$ cat src/mte_pkg.sv
// shared types, constants and helpers of the midi track event encoder
// no dependencies
`timescale 1ns / 1ps

package mte_pkg;

  localparam int TICK_BITS   = 28;
  localparam int TPQ_W       = 15;
  localparam int BPM_W       = 16;
  localparam int DUR_W       = 32;
  localparam int DIV_W       = TPQ_W + DUR_W;
  localparam int DVS_W       = 24;
  localparam int STEP_W      = $clog2(DIV_W + 1);
  localparam int VAL_W       = (TICK_BITS > DVS_W) ? TICK_BITS : DVS_W;
  localparam int VLQ_GROUPS  = (TICK_BITS + 6) / 7;
  localparam int VLQ_W       = VLQ_GROUPS * 7;
  localparam int IDX_W       = 4;
  localparam int QUEUE_DEPTH = 2;
  localparam int QPTR_W      = $clog2(QUEUE_DEPTH);
  localparam int QCNT_W      = $clog2(QUEUE_DEPTH + 1);

  localparam logic [TPQ_W-1:0] TPQ_RESET = TPQ_W'(240);
  localparam logic [BPM_W-1:0] BPM_RESET = BPM_W'(120);
  localparam logic [BPM_W-1:0] BPM_MIN   = BPM_W'(4);
  localparam int US_PER_MIN = 60000000;
  localparam int UPQ_STEPS  = 26;

  // divide by three as multiply and shift, exact for any 15-bit value
  localparam int          DIV3_SHIFT = 17;
  localparam int          DIV3_W     = TPQ_W + 16;
  localparam logic [15:0] DIV3_RECIP = 16'd43691;

  localparam logic [7:0] DELTA_ZERO  = 8'h00;
  localparam logic [7:0] NOTE_ON     = 8'h90;
  localparam logic [7:0] NOTE_OFF    = 8'h80;
  localparam logic [7:0] META        = 8'hff;
  localparam logic [7:0] META_TEMPO  = 8'h51;
  localparam logic [7:0] META_TSIG   = 8'h58;
  localparam logic [7:0] META_EOT    = 8'h2f;
  localparam logic [7:0] LEN_TEMPO   = 8'h03;
  localparam logic [7:0] LEN_TSIG    = 8'h04;
  localparam logic [7:0] LEN_EOT     = 8'h00;
  localparam logic [7:0] RELEASE_VEL = 8'd64;
  localparam logic [7:0] VLQ_MORE    = 8'h80;
  localparam logic [7:0] TSIG_32ND   = 8'd8;

  typedef enum logic [1:0] {
    FUNC_NOTE  = 2'd0,
    FUNC_TEMPO = 2'd1,
    FUNC_TSIG  = 2'd2,
    FUNC_EOT   = 2'd3
  } func_t;

  typedef enum logic {
    REG_TPQ = 1'b0,
    REG_BPM = 1'b1
  } reg_idx_t;

  typedef struct packed {
    logic              start;
    logic [DIV_W-1:0]  dividend;
    logic [DVS_W-1:0]  divisor;
    logic [STEP_W-1:0] steps;
  } div_req_t;

  typedef struct packed {
    logic             done;
    logic [DIV_W-1:0] quotient;
  } div_rsp_t;

  typedef struct packed {
    func_t            kind;
    logic [3:0]       channel;
    logic [6:0]       key;
    logic [6:0]       velocity;
    logic [VAL_W-1:0] value;
    logic [7:0]       beats;
    logic [2:0]       lg;
    logic [7:0]       clocks;
  } event_t;

  // number of 7-bit groups in the variable-length tick delta
  function automatic logic [2:0] vlq_len(input logic [VLQ_W-1:0] v);
    logic [2:0] n;
    n = 3'd1;
    for (int g = 1; g < VLQ_GROUPS; g++) begin
      if ((v >> (7 * g)) != '0) n = 3'(g + 1);
    end
    return n;
  endfunction

endpackage

$ cat src/mte_div.sv
// shared restoring divider, one quotient bit per cycle
// depends on mte_pkg
`timescale 1ns / 1ps

module mte_div (
  input  logic              clk,
  input  logic              rst,
  input  mte_pkg::div_req_t req,
  output mte_pkg::div_rsp_t rsp
);
  import mte_pkg::*;

  logic [DIV_W-1:0]  q;
  logic [DIV_W-1:0]  q_next;
  logic [DVS_W-1:0]  rem;
  logic [DVS_W-1:0]  rem_next;
  logic [DVS_W-1:0]  dvs;
  logic [STEP_W-1:0] cnt;
  logic              run;
  logic              done;
  logic [DVS_W:0]    rem_sh;
  logic [DVS_W+1:0]  diff;

  always_comb begin
    rem_sh = {rem, q[DIV_W-1]};
    diff   = {1'b0, rem_sh} - {2'b00, dvs};
    if (!diff[DVS_W+1]) begin
      rem_next = diff[DVS_W-1:0];
      q_next   = {q[DIV_W-2:0], 1'b1};
    end else begin
      rem_next = rem_sh[DVS_W-1:0];
      q_next   = {q[DIV_W-2:0], 1'b0};
    end
  end

  always_ff @(posedge clk) begin
    if (rst) begin
      run  <= 1'b0;
      done <= 1'b0;
    end else begin
      done <= 1'b0;
      if (req.start) begin
        run <= 1'b1;
      end else if (run && cnt == STEP_W'(1)) begin
        run  <= 1'b0;
        done <= 1'b1;
      end
    end
  end

  always_ff @(posedge clk) begin
    if (req.start) begin
      q   <= req.dividend;
      rem <= '0;
      dvs <= req.divisor;
      cnt <= req.steps;
    end else if (run) begin
      q   <= q_next;
      rem <= rem_next;
      cnt <= cnt - STEP_W'(1);
    end
  end

  assign rsp.done     = done;
  assign rsp.quotient = q;

endmodule

$ cat src/mte_front.sv
// front end: takes a request, classifies it and works out its numbers
// depends on mte_pkg and mte_div
`timescale 1ns / 1ps

module mte_front (
  input  logic                        clk,
  input  logic                        rst,
  input  logic                        start,
  input  logic [1:0]                  func,
  input  logic [3:0]                  channel,
  input  logic [6:0]                  key,
  input  logic [6:0]                  velocity,
  input  logic [mte_pkg::DUR_W-1:0]   duration_us,
  input  logic [7:0]                  beats,
  input  logic [7:0]                  beat_unit,
  input  logic [mte_pkg::TPQ_W-1:0]   tpq,
  input  logic [mte_pkg::BPM_W-1:0]   bpm,
  input  logic                        full,
  output logic                        busy,
  output logic                        push,
  output mte_pkg::event_t             ev
);
  import mte_pkg::*;

  typedef enum logic [2:0] {
    F_IDLE = 3'b001,
    F_DIV  = 3'b010,
    F_PUSH = 3'b100
  } fstate_t;

  fstate_t           state;
  fstate_t           state_next;
  event_t            ev_r;
  logic [DIV_W-1:0]  prod;
  logic              div_ticks;
  div_req_t          req;
  div_rsp_t          rsp;
  logic [2:0]        lg;
  logic              unit_ok;
  logic [BPM_W-1:0]  bpm_eff;
  func_t             fin;
  logic [DIV3_W-1:0] tpq_div3;

  mte_div u_div (
    .clk (clk),
    .rst (rst),
    .req (req),
    .rsp (rsp)
  );

  assign fin      = func_t'(func);
  assign bpm_eff  = (bpm < BPM_MIN) ? BPM_MIN : bpm;
  assign tpq_div3 = DIV3_W'(tpq) * DIV3_W'(DIV3_RECIP);

  always_comb begin
    lg      = 3'd0;
    unit_ok = 1'b1;
    case (beat_unit)
      8'd1:    lg = 3'd0;
      8'd2:    lg = 3'd1;
      8'd4:    lg = 3'd2;
      8'd8:    lg = 3'd3;
      8'd16:   lg = 3'd4;
      8'd32:   lg = 3'd5;
      default: unit_ok = 1'b0;
    endcase
  end

  // divider requests: tempo period, then tick count
  always_comb begin
    req = '0;
    if (state == F_IDLE && start) begin
      case (fin)
        FUNC_NOTE, FUNC_TEMPO: begin
          req.start    = 1'b1;
          req.dividend = DIV_W'(US_PER_MIN) << (DIV_W - UPQ_STEPS);
          req.divisor  = DVS_W'(bpm_eff);
          req.steps    = STEP_W'(UPQ_STEPS);
        end
        default: req = '0;
      endcase
    end else if (state == F_DIV && rsp.done && ev_r.kind == FUNC_NOTE && !div_ticks) begin
      req.start    = 1'b1;
      req.dividend = prod;
      req.divisor  = rsp.quotient[DVS_W-1:0];
      req.steps    = STEP_W'(DIV_W);
    end
  end

  always_comb begin
    state_next = state;
    case (state)
      F_IDLE: begin
        if (start) begin
          case (fin)
            FUNC_NOTE, FUNC_TEMPO: state_next = F_DIV;
            FUNC_TSIG: begin
              if (!unit_ok) state_next = F_IDLE;
              else          state_next = F_PUSH;
            end
            default: state_next = F_PUSH;
          endcase
        end
      end
      F_DIV: begin
        if (rsp.done && !(ev_r.kind == FUNC_NOTE && !div_ticks)) state_next = F_PUSH;
      end
      F_PUSH: begin
        if (!full) state_next = F_IDLE;
      end
      default: state_next = F_IDLE;
    endcase
  end

  always_ff @(posedge clk) begin
    if (rst) begin
      state     <= F_IDLE;
      div_ticks <= 1'b0;
    end else begin
      state <= state_next;
      if (state == F_IDLE) div_ticks <= 1'b0;
      else if (state == F_DIV && rsp.done && ev_r.kind == FUNC_NOTE) div_ticks <= 1'b1;
    end
  end

  always_ff @(posedge clk) begin
    if (state == F_IDLE && start) begin
      ev_r.kind     <= fin;
      ev_r.channel  <= channel;
      ev_r.key      <= key;
      ev_r.velocity <= velocity;
      ev_r.value    <= '0;
      ev_r.beats    <= beats;
      ev_r.lg       <= lg;
      // clocks per click: a third of the divisions for eighth-note beats
      ev_r.clocks   <= (lg == 3'd3) ? tpq_div3[DIV3_SHIFT +: 8] : tpq[7:0];
      prod          <= DIV_W'(tpq) * DIV_W'(duration_us);
    end else if (state == F_DIV && rsp.done) begin
      case (ev_r.kind)
        FUNC_NOTE: begin
          if (div_ticks) begin
            if (|rsp.quotient[DIV_W-1:TICK_BITS]) ev_r.value <= VAL_W'({TICK_BITS{1'b1}});
            else ev_r.value <= VAL_W'(rsp.quotient[TICK_BITS-1:0]);
          end
        end
        FUNC_TEMPO: ev_r.value <= VAL_W'(rsp.quotient[DVS_W-1:0]);
        default:    ev_r.value <= ev_r.value;
      endcase
    end
  end

  assign busy = (state != F_IDLE);
  assign push = (state == F_PUSH) && !full;
  assign ev   = ev_r;

endmodule

$ cat src/mte_queue.sv
// short queue of classified events between front and back end
// depends on mte_pkg
`timescale 1ns / 1ps

module mte_queue (
  input  logic            clk,
  input  logic            rst,
  input  logic            push,
  input  mte_pkg::event_t din,
  input  logic            pop,
  output mte_pkg::event_t head,
  output logic            full,
  output logic            empty
);
  import mte_pkg::*;

  event_t            mem [QUEUE_DEPTH];
  logic [QPTR_W-1:0] wp;
  logic [QPTR_W-1:0] rp;
  logic [QCNT_W-1:0] count;

  always_ff @(posedge clk) begin
    if (rst) begin
      wp    <= '0;
      rp    <= '0;
      count <= '0;
    end else begin
      if (push) wp <= (wp == QPTR_W'(QUEUE_DEPTH - 1)) ? '0 : wp + QPTR_W'(1);
      if (pop)  rp <= (rp == QPTR_W'(QUEUE_DEPTH - 1)) ? '0 : rp + QPTR_W'(1);
      if (push && !pop)      count <= count + QCNT_W'(1);
      else if (pop && !push) count <= count - QCNT_W'(1);
    end
  end

  always_ff @(posedge clk) begin
    if (push) mem[wp] <= din;
  end

  assign head  = mem[rp];
  assign full  = (count == QCNT_W'(QUEUE_DEPTH));
  assign empty = (count == '0);

endmodule

$ cat src/mte_back.sv
// back end: serializes one event into track bytes, one per cycle
// depends on mte_pkg
`timescale 1ns / 1ps

module mte_back (
  input  logic            clk,
  input  logic            rst,
  input  mte_pkg::event_t head,
  input  logic            empty,
  output logic            pop,
  output logic [7:0]      out_byte,
  output logic            last,
  output logic            strobe
);
  import mte_pkg::*;

  event_t           cur;
  logic             active;
  logic [IDX_W-1:0] idx;
  logic [IDX_W-1:0] len;
  logic [IDX_W-1:0] g;
  logic [IDX_W-1:0] j;
  logic [2:0]       vn;
  logic [2:0]       s;
  logic [VLQ_W-1:0] vlq_v;
  logic [6:0]       grp;
  logic [7:0]       byte_next;
  logic             at_end;

  assign vlq_v = VLQ_W'(cur.value[TICK_BITS-1:0]);
  assign vn    = vlq_len(vlq_v);
  assign g     = idx - IDX_W'(4);
  assign j     = g - IDX_W'(vn);
  assign s     = vn - 3'd1 - g[2:0];

  always_comb begin
    grp = '0;
    for (int i = 0; i < VLQ_GROUPS; i++) begin
      if (s == 3'(i)) grp = vlq_v[7*i +: 7];
    end
  end

  always_comb begin
    case (cur.kind)
      FUNC_NOTE:  len = IDX_W'(7) + IDX_W'(vn);
      FUNC_TEMPO: len = IDX_W'(7);
      FUNC_TSIG:  len = IDX_W'(8);
      default:    len = IDX_W'(4);
    endcase
  end

  always_comb begin
    byte_next = DELTA_ZERO;
    case (cur.kind)
      FUNC_NOTE: begin
        if (idx < IDX_W'(4)) begin
          case (idx[1:0])
            2'd0:    byte_next = DELTA_ZERO;
            2'd1:    byte_next = NOTE_ON | {4'h0, cur.channel};
            2'd2:    byte_next = {1'b0, cur.key};
            default: byte_next = {1'b0, cur.velocity};
          endcase
        end else if (g < IDX_W'(vn)) begin
          byte_next = {1'b0, grp} | ((s != 3'd0) ? VLQ_MORE : 8'h00);
        end else begin
          case (j)
            IDX_W'(0): byte_next = NOTE_OFF | {4'h0, cur.channel};
            IDX_W'(1): byte_next = {1'b0, cur.key};
            default:   byte_next = RELEASE_VEL;
          endcase
        end
      end
      FUNC_TEMPO: begin
        case (idx)
          IDX_W'(0): byte_next = DELTA_ZERO;
          IDX_W'(1): byte_next = META;
          IDX_W'(2): byte_next = META_TEMPO;
          IDX_W'(3): byte_next = LEN_TEMPO;
          IDX_W'(4): byte_next = cur.value[23:16];
          IDX_W'(5): byte_next = cur.value[15:8];
          default:   byte_next = cur.value[7:0];
        endcase
      end
      FUNC_TSIG: begin
        case (idx)
          IDX_W'(0): byte_next = DELTA_ZERO;
          IDX_W'(1): byte_next = META;
          IDX_W'(2): byte_next = META_TSIG;
          IDX_W'(3): byte_next = LEN_TSIG;
          IDX_W'(4): byte_next = cur.beats;
          IDX_W'(5): byte_next = {5'b0, cur.lg};
          IDX_W'(6): byte_next = cur.clocks;
          default:   byte_next = TSIG_32ND;
        endcase
      end
      default: begin
        case (idx)
          IDX_W'(0): byte_next = DELTA_ZERO;
          IDX_W'(1): byte_next = META;
          IDX_W'(2): byte_next = META_EOT;
          default:   byte_next = LEN_EOT;
        endcase
      end
    endcase
  end

  assign at_end = (idx == len - IDX_W'(1));
  assign pop    = !active && !empty;

  always_ff @(posedge clk) begin
    if (rst) begin
      active <= 1'b0;
      strobe <= 1'b0;
      idx    <= '0;
    end else begin
      strobe <= 1'b0;
      if (active) begin
        strobe <= 1'b1;
        idx    <= idx + IDX_W'(1);
        if (at_end) active <= 1'b0;
      end else if (pop) begin
        active <= 1'b1;
        idx    <= '0;
      end
    end
  end

  always_ff @(posedge clk) begin
    if (pop) cur <= head;
    if (active) begin
      out_byte <= byte_next;
      last     <= at_end;
    end
  end

endmodule

$ cat src/midi_track_event_encoder.sv
// top level of the midi track event encoder: config registers, front, queue, back
// depends on mte_pkg, mte_front, mte_queue, mte_back
`timescale 1ns / 1ps

// One request (start high while busy is low) becomes the bytes of one track
// event, sent one byte per cycle on out_byte with strobe high for exactly that
// cycle and last high on the final byte; the receiver cannot hold bytes off.
// A note keeps the front end busy for two runs of the one-bit-per-cycle
// divider, a 26-bit quotient for the tempo period and then a 47-bit one for
// the tick count, chained before the event goes to the queue. A tempo
// request needs only the first division; time signature and end-of-track
// requests need none (the clocks byte for beat unit 8 is a multiply by the
// reciprocal of three). A time signature with an unsupported beat unit
// never raises busy; it is accepted and sends nothing. A two-entry
// event queue sits between the front end and the byte sequencer, so requests
// are accepted while earlier events are still being sent; when the queue is
// full the front end holds its event and stays busy until an entry frees up.
// The sequencer takes an event into cur, then sends it through the registered
// out_byte and strobe; no byte goes out in the cycle after a final byte.
// Configuration: wr_en with wr_index 0 writes ticks_per_quarter, index 1
// writes tempo_bpm; write only while no event is pending.

module midi_track_event_encoder (
  input  logic                      clk,
  input  logic                      rst,
  input  logic                      start,
  output logic                      busy,
  input  logic [1:0]                func,
  input  logic [3:0]                channel,
  input  logic [6:0]                key,
  input  logic [6:0]                velocity,
  input  logic [mte_pkg::DUR_W-1:0] duration_us,
  input  logic [7:0]                beats,
  input  logic [7:0]                beat_unit,
  input  logic                      wr_en,
  input  logic                      wr_index,
  input  logic [mte_pkg::BPM_W-1:0] wr_data,
  output logic [7:0]                out_byte,
  output logic                      last,
  output logic                      strobe
);
  import mte_pkg::*;

  logic [TPQ_W-1:0] tpq;
  logic [BPM_W-1:0] bpm;
  logic             push;
  logic             pop;
  logic             full;
  logic             empty;
  event_t           ev;
  event_t           head;

  // config registers
  always_ff @(posedge clk) begin
    if (rst) begin
      tpq <= TPQ_RESET;
      bpm <= BPM_RESET;
    end else if (wr_en) begin
      case (reg_idx_t'(wr_index))
        REG_TPQ: tpq <= wr_data[TPQ_W-1:0];
        REG_BPM: bpm <= wr_data;
        default: bpm <= bpm;
      endcase
    end
  end

  // front end: request capture, classification, divider work
  mte_front u_front (
    .clk         (clk),
    .rst         (rst),
    .start       (start),
    .func        (func),
    .channel     (channel),
    .key         (key),
    .velocity    (velocity),
    .duration_us (duration_us),
    .beats       (beats),
    .beat_unit   (beat_unit),
    .tpq         (tpq),
    .bpm         (bpm),
    .full        (full),
    .busy        (busy),
    .push        (push),
    .ev          (ev)
  );

  // finished events waiting for the byte sequencer
  mte_queue u_queue (
    .clk   (clk),
    .rst   (rst),
    .push  (push),
    .din   (ev),
    .pop   (pop),
    .head  (head),
    .full  (full),
    .empty (empty)
  );

  // byte sequencer
  mte_back u_back (
    .clk      (clk),
    .rst      (rst),
    .head     (head),
    .empty    (empty),
    .pop      (pop),
    .out_byte (out_byte),
    .last     (last),
    .strobe   (strobe)
  );

  // the queue is never written when it has no room
  a_no_overflow: assert property (@(posedge clk) disable iff (rst) push |-> !full)
    else $error("event queue written while full");

  // a note request always keeps the front end busy while it divides
  a_note_busy: assert property (@(posedge clk) disable iff (rst)
    (start && !busy && func == FUNC_NOTE) |=> busy)
    else $error("note request did not start the divider");

  // a popped event sets active, and its first byte then raises the registered strobe
  a_pop_sends: assert property (@(posedge clk) disable iff (rst) pop |-> ##2 strobe)
    else $error("popped event produced no byte");

  // no byte is sent straight after the final byte of an event
  a_gap_after_last: assert property (@(posedge clk) disable iff (rst)
    (strobe && last) |=> !strobe)
    else $error("byte sent right after the final byte");

endmodule

$ cat config.mk
export PLATFORM = sky130hd
export DESIGN_NAME = midi_track_event_encoder
export DESIGN_NICKNAME = d
export VERILOG_FILES = /design/src/mte_pkg.sv /design/src/mte_div.sv /design/src/mte_front.sv /design/src/mte_queue.sv /design/src/mte_back.sv /design/src/midi_track_event_encoder.sv
export SDC_FILE = /design/constraint.sdc
export NUM_CORES = 2
export LEC_CHECK = 0
export ABC_CLOCK_PERIOD_IN_PS = 17600
export BUFFER_PORTS_ARGS = -buffer_cell sky130_fd_sc_hd__clkbuf_2
export CAP_MARGIN = 5
export CORE_ASPECT_RATIO = 0.75
export CORE_UTILIZATION = 40
export CTS_CLUSTER_DIAMETER = 120
export DETAILED_ROUTE_END_ITERATION = 8
export PLACE_DENSITY = 0.53
export SYNTH_ARGS = -nofsm -noshare
export SYNTH_HDL_FRONTEND = slang
export SYNTH_HIERARCHICAL = 1
export SYNTH_SLANG_ARGS = --single-unit
export TNS_END_PERCENT = 30
$ cat constraint.sdc
create_clock -name clk -period 17.6 [get_ports clk]
set_input_delay 1.76 -clock clk [delete_from_list [all_inputs] [get_ports clk]]
set_output_delay 1.76 -clock clk [all_outputs]
set_load 0.02 [all_outputs]
==> results.cfg <==
[clock_network]
hold_buffers = 0
cts.reportedPaths.clkPinSlew_ns = 0.06
cts_resized = 0
clock_latency_ns = 0.62
root_buffer = clkbuf_16
cts.sink_count = 473
htreeDepth = 2
clockBufferDepth = 3
tritoncts = built
numCtsBuffers = 54
postCtsSetupRepairBufs = 0

[layout]
postLayoutCellArea_mm2 = 0.0424
syn_to_final_growth_pct = 8.88
final_net_count = 4355
instances_no_fill = 4939
drive_gt1_share_pct = 11.0
fill_cells = 9196

[place]
io_buffers = 99
dp_slack_ns = 9.46
dp.cells = 4832
dp.final_hpwl_um = 70300
postPlaceCellArea_mm2 = 0.0406
place_congestion = 0.889

[global_routing]
grt_max_degree = 76
grt_first_pass_wirelength_um = 153000
antenna_found_initial = 3
grt_pass1_vias = 26240
grt_overflow = 0
grt_use_total_pct = 19.8

[synth]
post-synth-top-count-cell = inv_1
synth_common_cells = inv_1 (553), fa_1 (449), edfxtp_1 (373), nand2_1 (350), and2_1 (295)
yosysUniqueCellTypes = 96
yosys.area.top_type_share_pct = 28.8
syn_area_mm2 = 0.0389
avgSynthCellArea_um2 = 10.9
synth_seq_area_share_pct = 33.9
syn-num-nets = 4337
synthFlopType = edfxtp_1
synth.area.top_cells = edfxtp_1 (29%), fa_1 (23%), ha_1 (7.4%)
async_reset_ff_share_pct = 0
synth_warnings = 6
syn_inst = 3570
yosys_register_bits = 473
synth_top_cell_by_area = edfxtp_1
synth_edf_count = 373

[setup_path]
reg2reg_depth = 20
start_kind = input port
crit_required_ns = 17.93
crit_type = input port to flip-flop
end_kind = flip-flop
crit_path_max_fanout = 15
worstPathArrival_ns = 7.87

[sta]
setup_violations = 0
fmaxAchievable_mhz = 133
tightest_slew_ns = 1.03
period_share_pct = 42.8
clock_skew_ns = 0.0260
grt_setup_unrepaired = false
post-route-min-period_ns = 7.54
worst_slack_ns = 10.06
slew_violations = 0
hold_viol_final = 0
fin_tns_setup_ns = 0
slew_headroom_pct = 31.3

[route]
drc = 0
num_vias = 25165
wl_per_cell_um = 19.4
routed_wl_um = 95800
ant_nets = 0
firstDrtPassIters = 5
drt_iter0_markers = 1456
vias_per_cell = 5.10

[floorplan]
die_y_um = 272
die_w_um = 362
coreArea_mm2 = 0.0959
initial_utilization_pct = 40.6
io_pins = 100
rows = 98
fp.dieArea_mm2 = 0.0986

[power_and_ir_drop]
leakagePower_nw = 18.4
peakVddDrop_v = 0.000134
p_per_area_mw_per_mm2 = 164
power_mw = 6.93

[flow_run]
timing.max_cap.violations = 0

[worst_hold_path]
whs_path_depth = 0
hold_class = flip-flop to flip-flop

[status]
status = completed
[routing by layer]
layer	track usage, %	vias to the layer above	routed length [um]
met2	31.8	511	43100
met5	0	-	21
li1	-	11895	-
met1	29.0	12661	47100
met3	2.14	94	4170
met4	3.78	4	1480
[worst paths after layout]
check | start | end | slack (ns)
worst max register to register | tpq[9]$_SDFFE_PP0P_ | u_front/prod[40]$_DFFE_PP_ | 10.83
worst max-delay path | duration_us[10] | u_front/prod[43]$_DFFE_PP_ | 10.06
worst min register to register | u_front/ev[18]$_DFFE_PP_ | u_queue/mem[0][18]$_DFFE_PP_ | 0.44
worst min-delay path | u_front/ev[18]$_DFFE_PP_ | u_queue/mem[0][18]$_DFFE_PP_ | 0.44
[cell families (layout without fill, tap and decap cells)]
kind of cell    after synthesis  count (layout)  synth area share [%]
other cells                   0               5                     0
simple gates                937             937                  12.2
flops                       473             473                  33.9
mux                         170             170                  5.03
fa+ha+maj                   678             678                  30.4
compound gates              494             494                  9.03
buf+inv                     724             788                  7.22
xor+xnor                     94              94                  2.11
[where the power goes]
part | internal [mW] | switching [mW] | leakage [nW]
logic | 1.63 | 2.47 | 13.3
registers | 1.57 | 0.148 | 4.23
clock network | 0.644 | 0.467 | 0.853
[registers in the layout (all words and copies together), names as in the netlist, 3 cells and up, named ones only]
register / count
u_back/vlq_v: 28
u_front/ev: 67
u_back/idx: 4
u_front/prod: 47
tpq: 15
u_front/state: 3
bpm: 16
u_back/out_byte: 8
u_front/u_div/cnt: 6
u_front/u_div/rem: 24
u_queue/mem: 134
u_front/u_div/dvs: 24
u_back/cur: 39
u_front/u_div/q: 47
[worst max-delay path, cell delays in order]
cell	delay [ns]
clkbuf_2	0.25
and2_1	0.27
fa_1	0.54
inv_1	0.06
fa_1	0.55
inv_1	0.06
fa_1	0.50
inv_1	0.05
fa_1	0.52
inv_1	0.05
fa_1	0.49
fa_1	0.42
ha_1	0.44
nand2_1	0.14
o21ai_2	0.17
nand4_2	0.13
a21oi_2	0.26
a41oi_2	0.24
o31a_1	0.41
o2111ai_1	0.19
or3b_1	0.36
[final cells by class]
cell class | count | area (um^2) | share of cell area, %
antenna | 5 | 12.5 | 0.0295
clock buffer | 71 | 1450 | 3.41
clock inverter | 31 | 325 | 0.767
inverter | 555 | 2090 | 4.93
multi-input combinational | 2373 | 22900 | 54.1
sequential | 473 | 13200 | 31.2
tap | 1300 | 1630 | 3.84
timing repair buffer | 131 | 736 | 1.74
[layout by cell type (no fill, tap or decap), drive strengths merged, types with 13 or more instances in the layout]
cell and count:
a211oi 33, a21o 52, a21oi 116, a22o 21, a22oi 13, and2 295
buf 32, clkbuf 170, clkinv 20, dfxtp 100, edfxtp 373, fa 449
ha 229, inv 557, mux2 115, mux2i 55, nand2 351, nand2b 44
nand3 25, nand4 16, nor2 97, nor2b 21, nor3 26, o211ai 19
o21ai 88, o221a 27, o31ai 13, xnor2 66, xor2 28
[stage by stage]
stage	hold WS (ns)	utilization, %
2_1_floorplan	0.421	-
3_3_place_gp	0.423	42.3
3_5_place_dp	0.429	42.3
4_1_cts	0.443	44.2
5_1_grt	0.449	44.2
6_report	0.442	44.2
No activity file was read; power rests on OpenSTA's default activity.
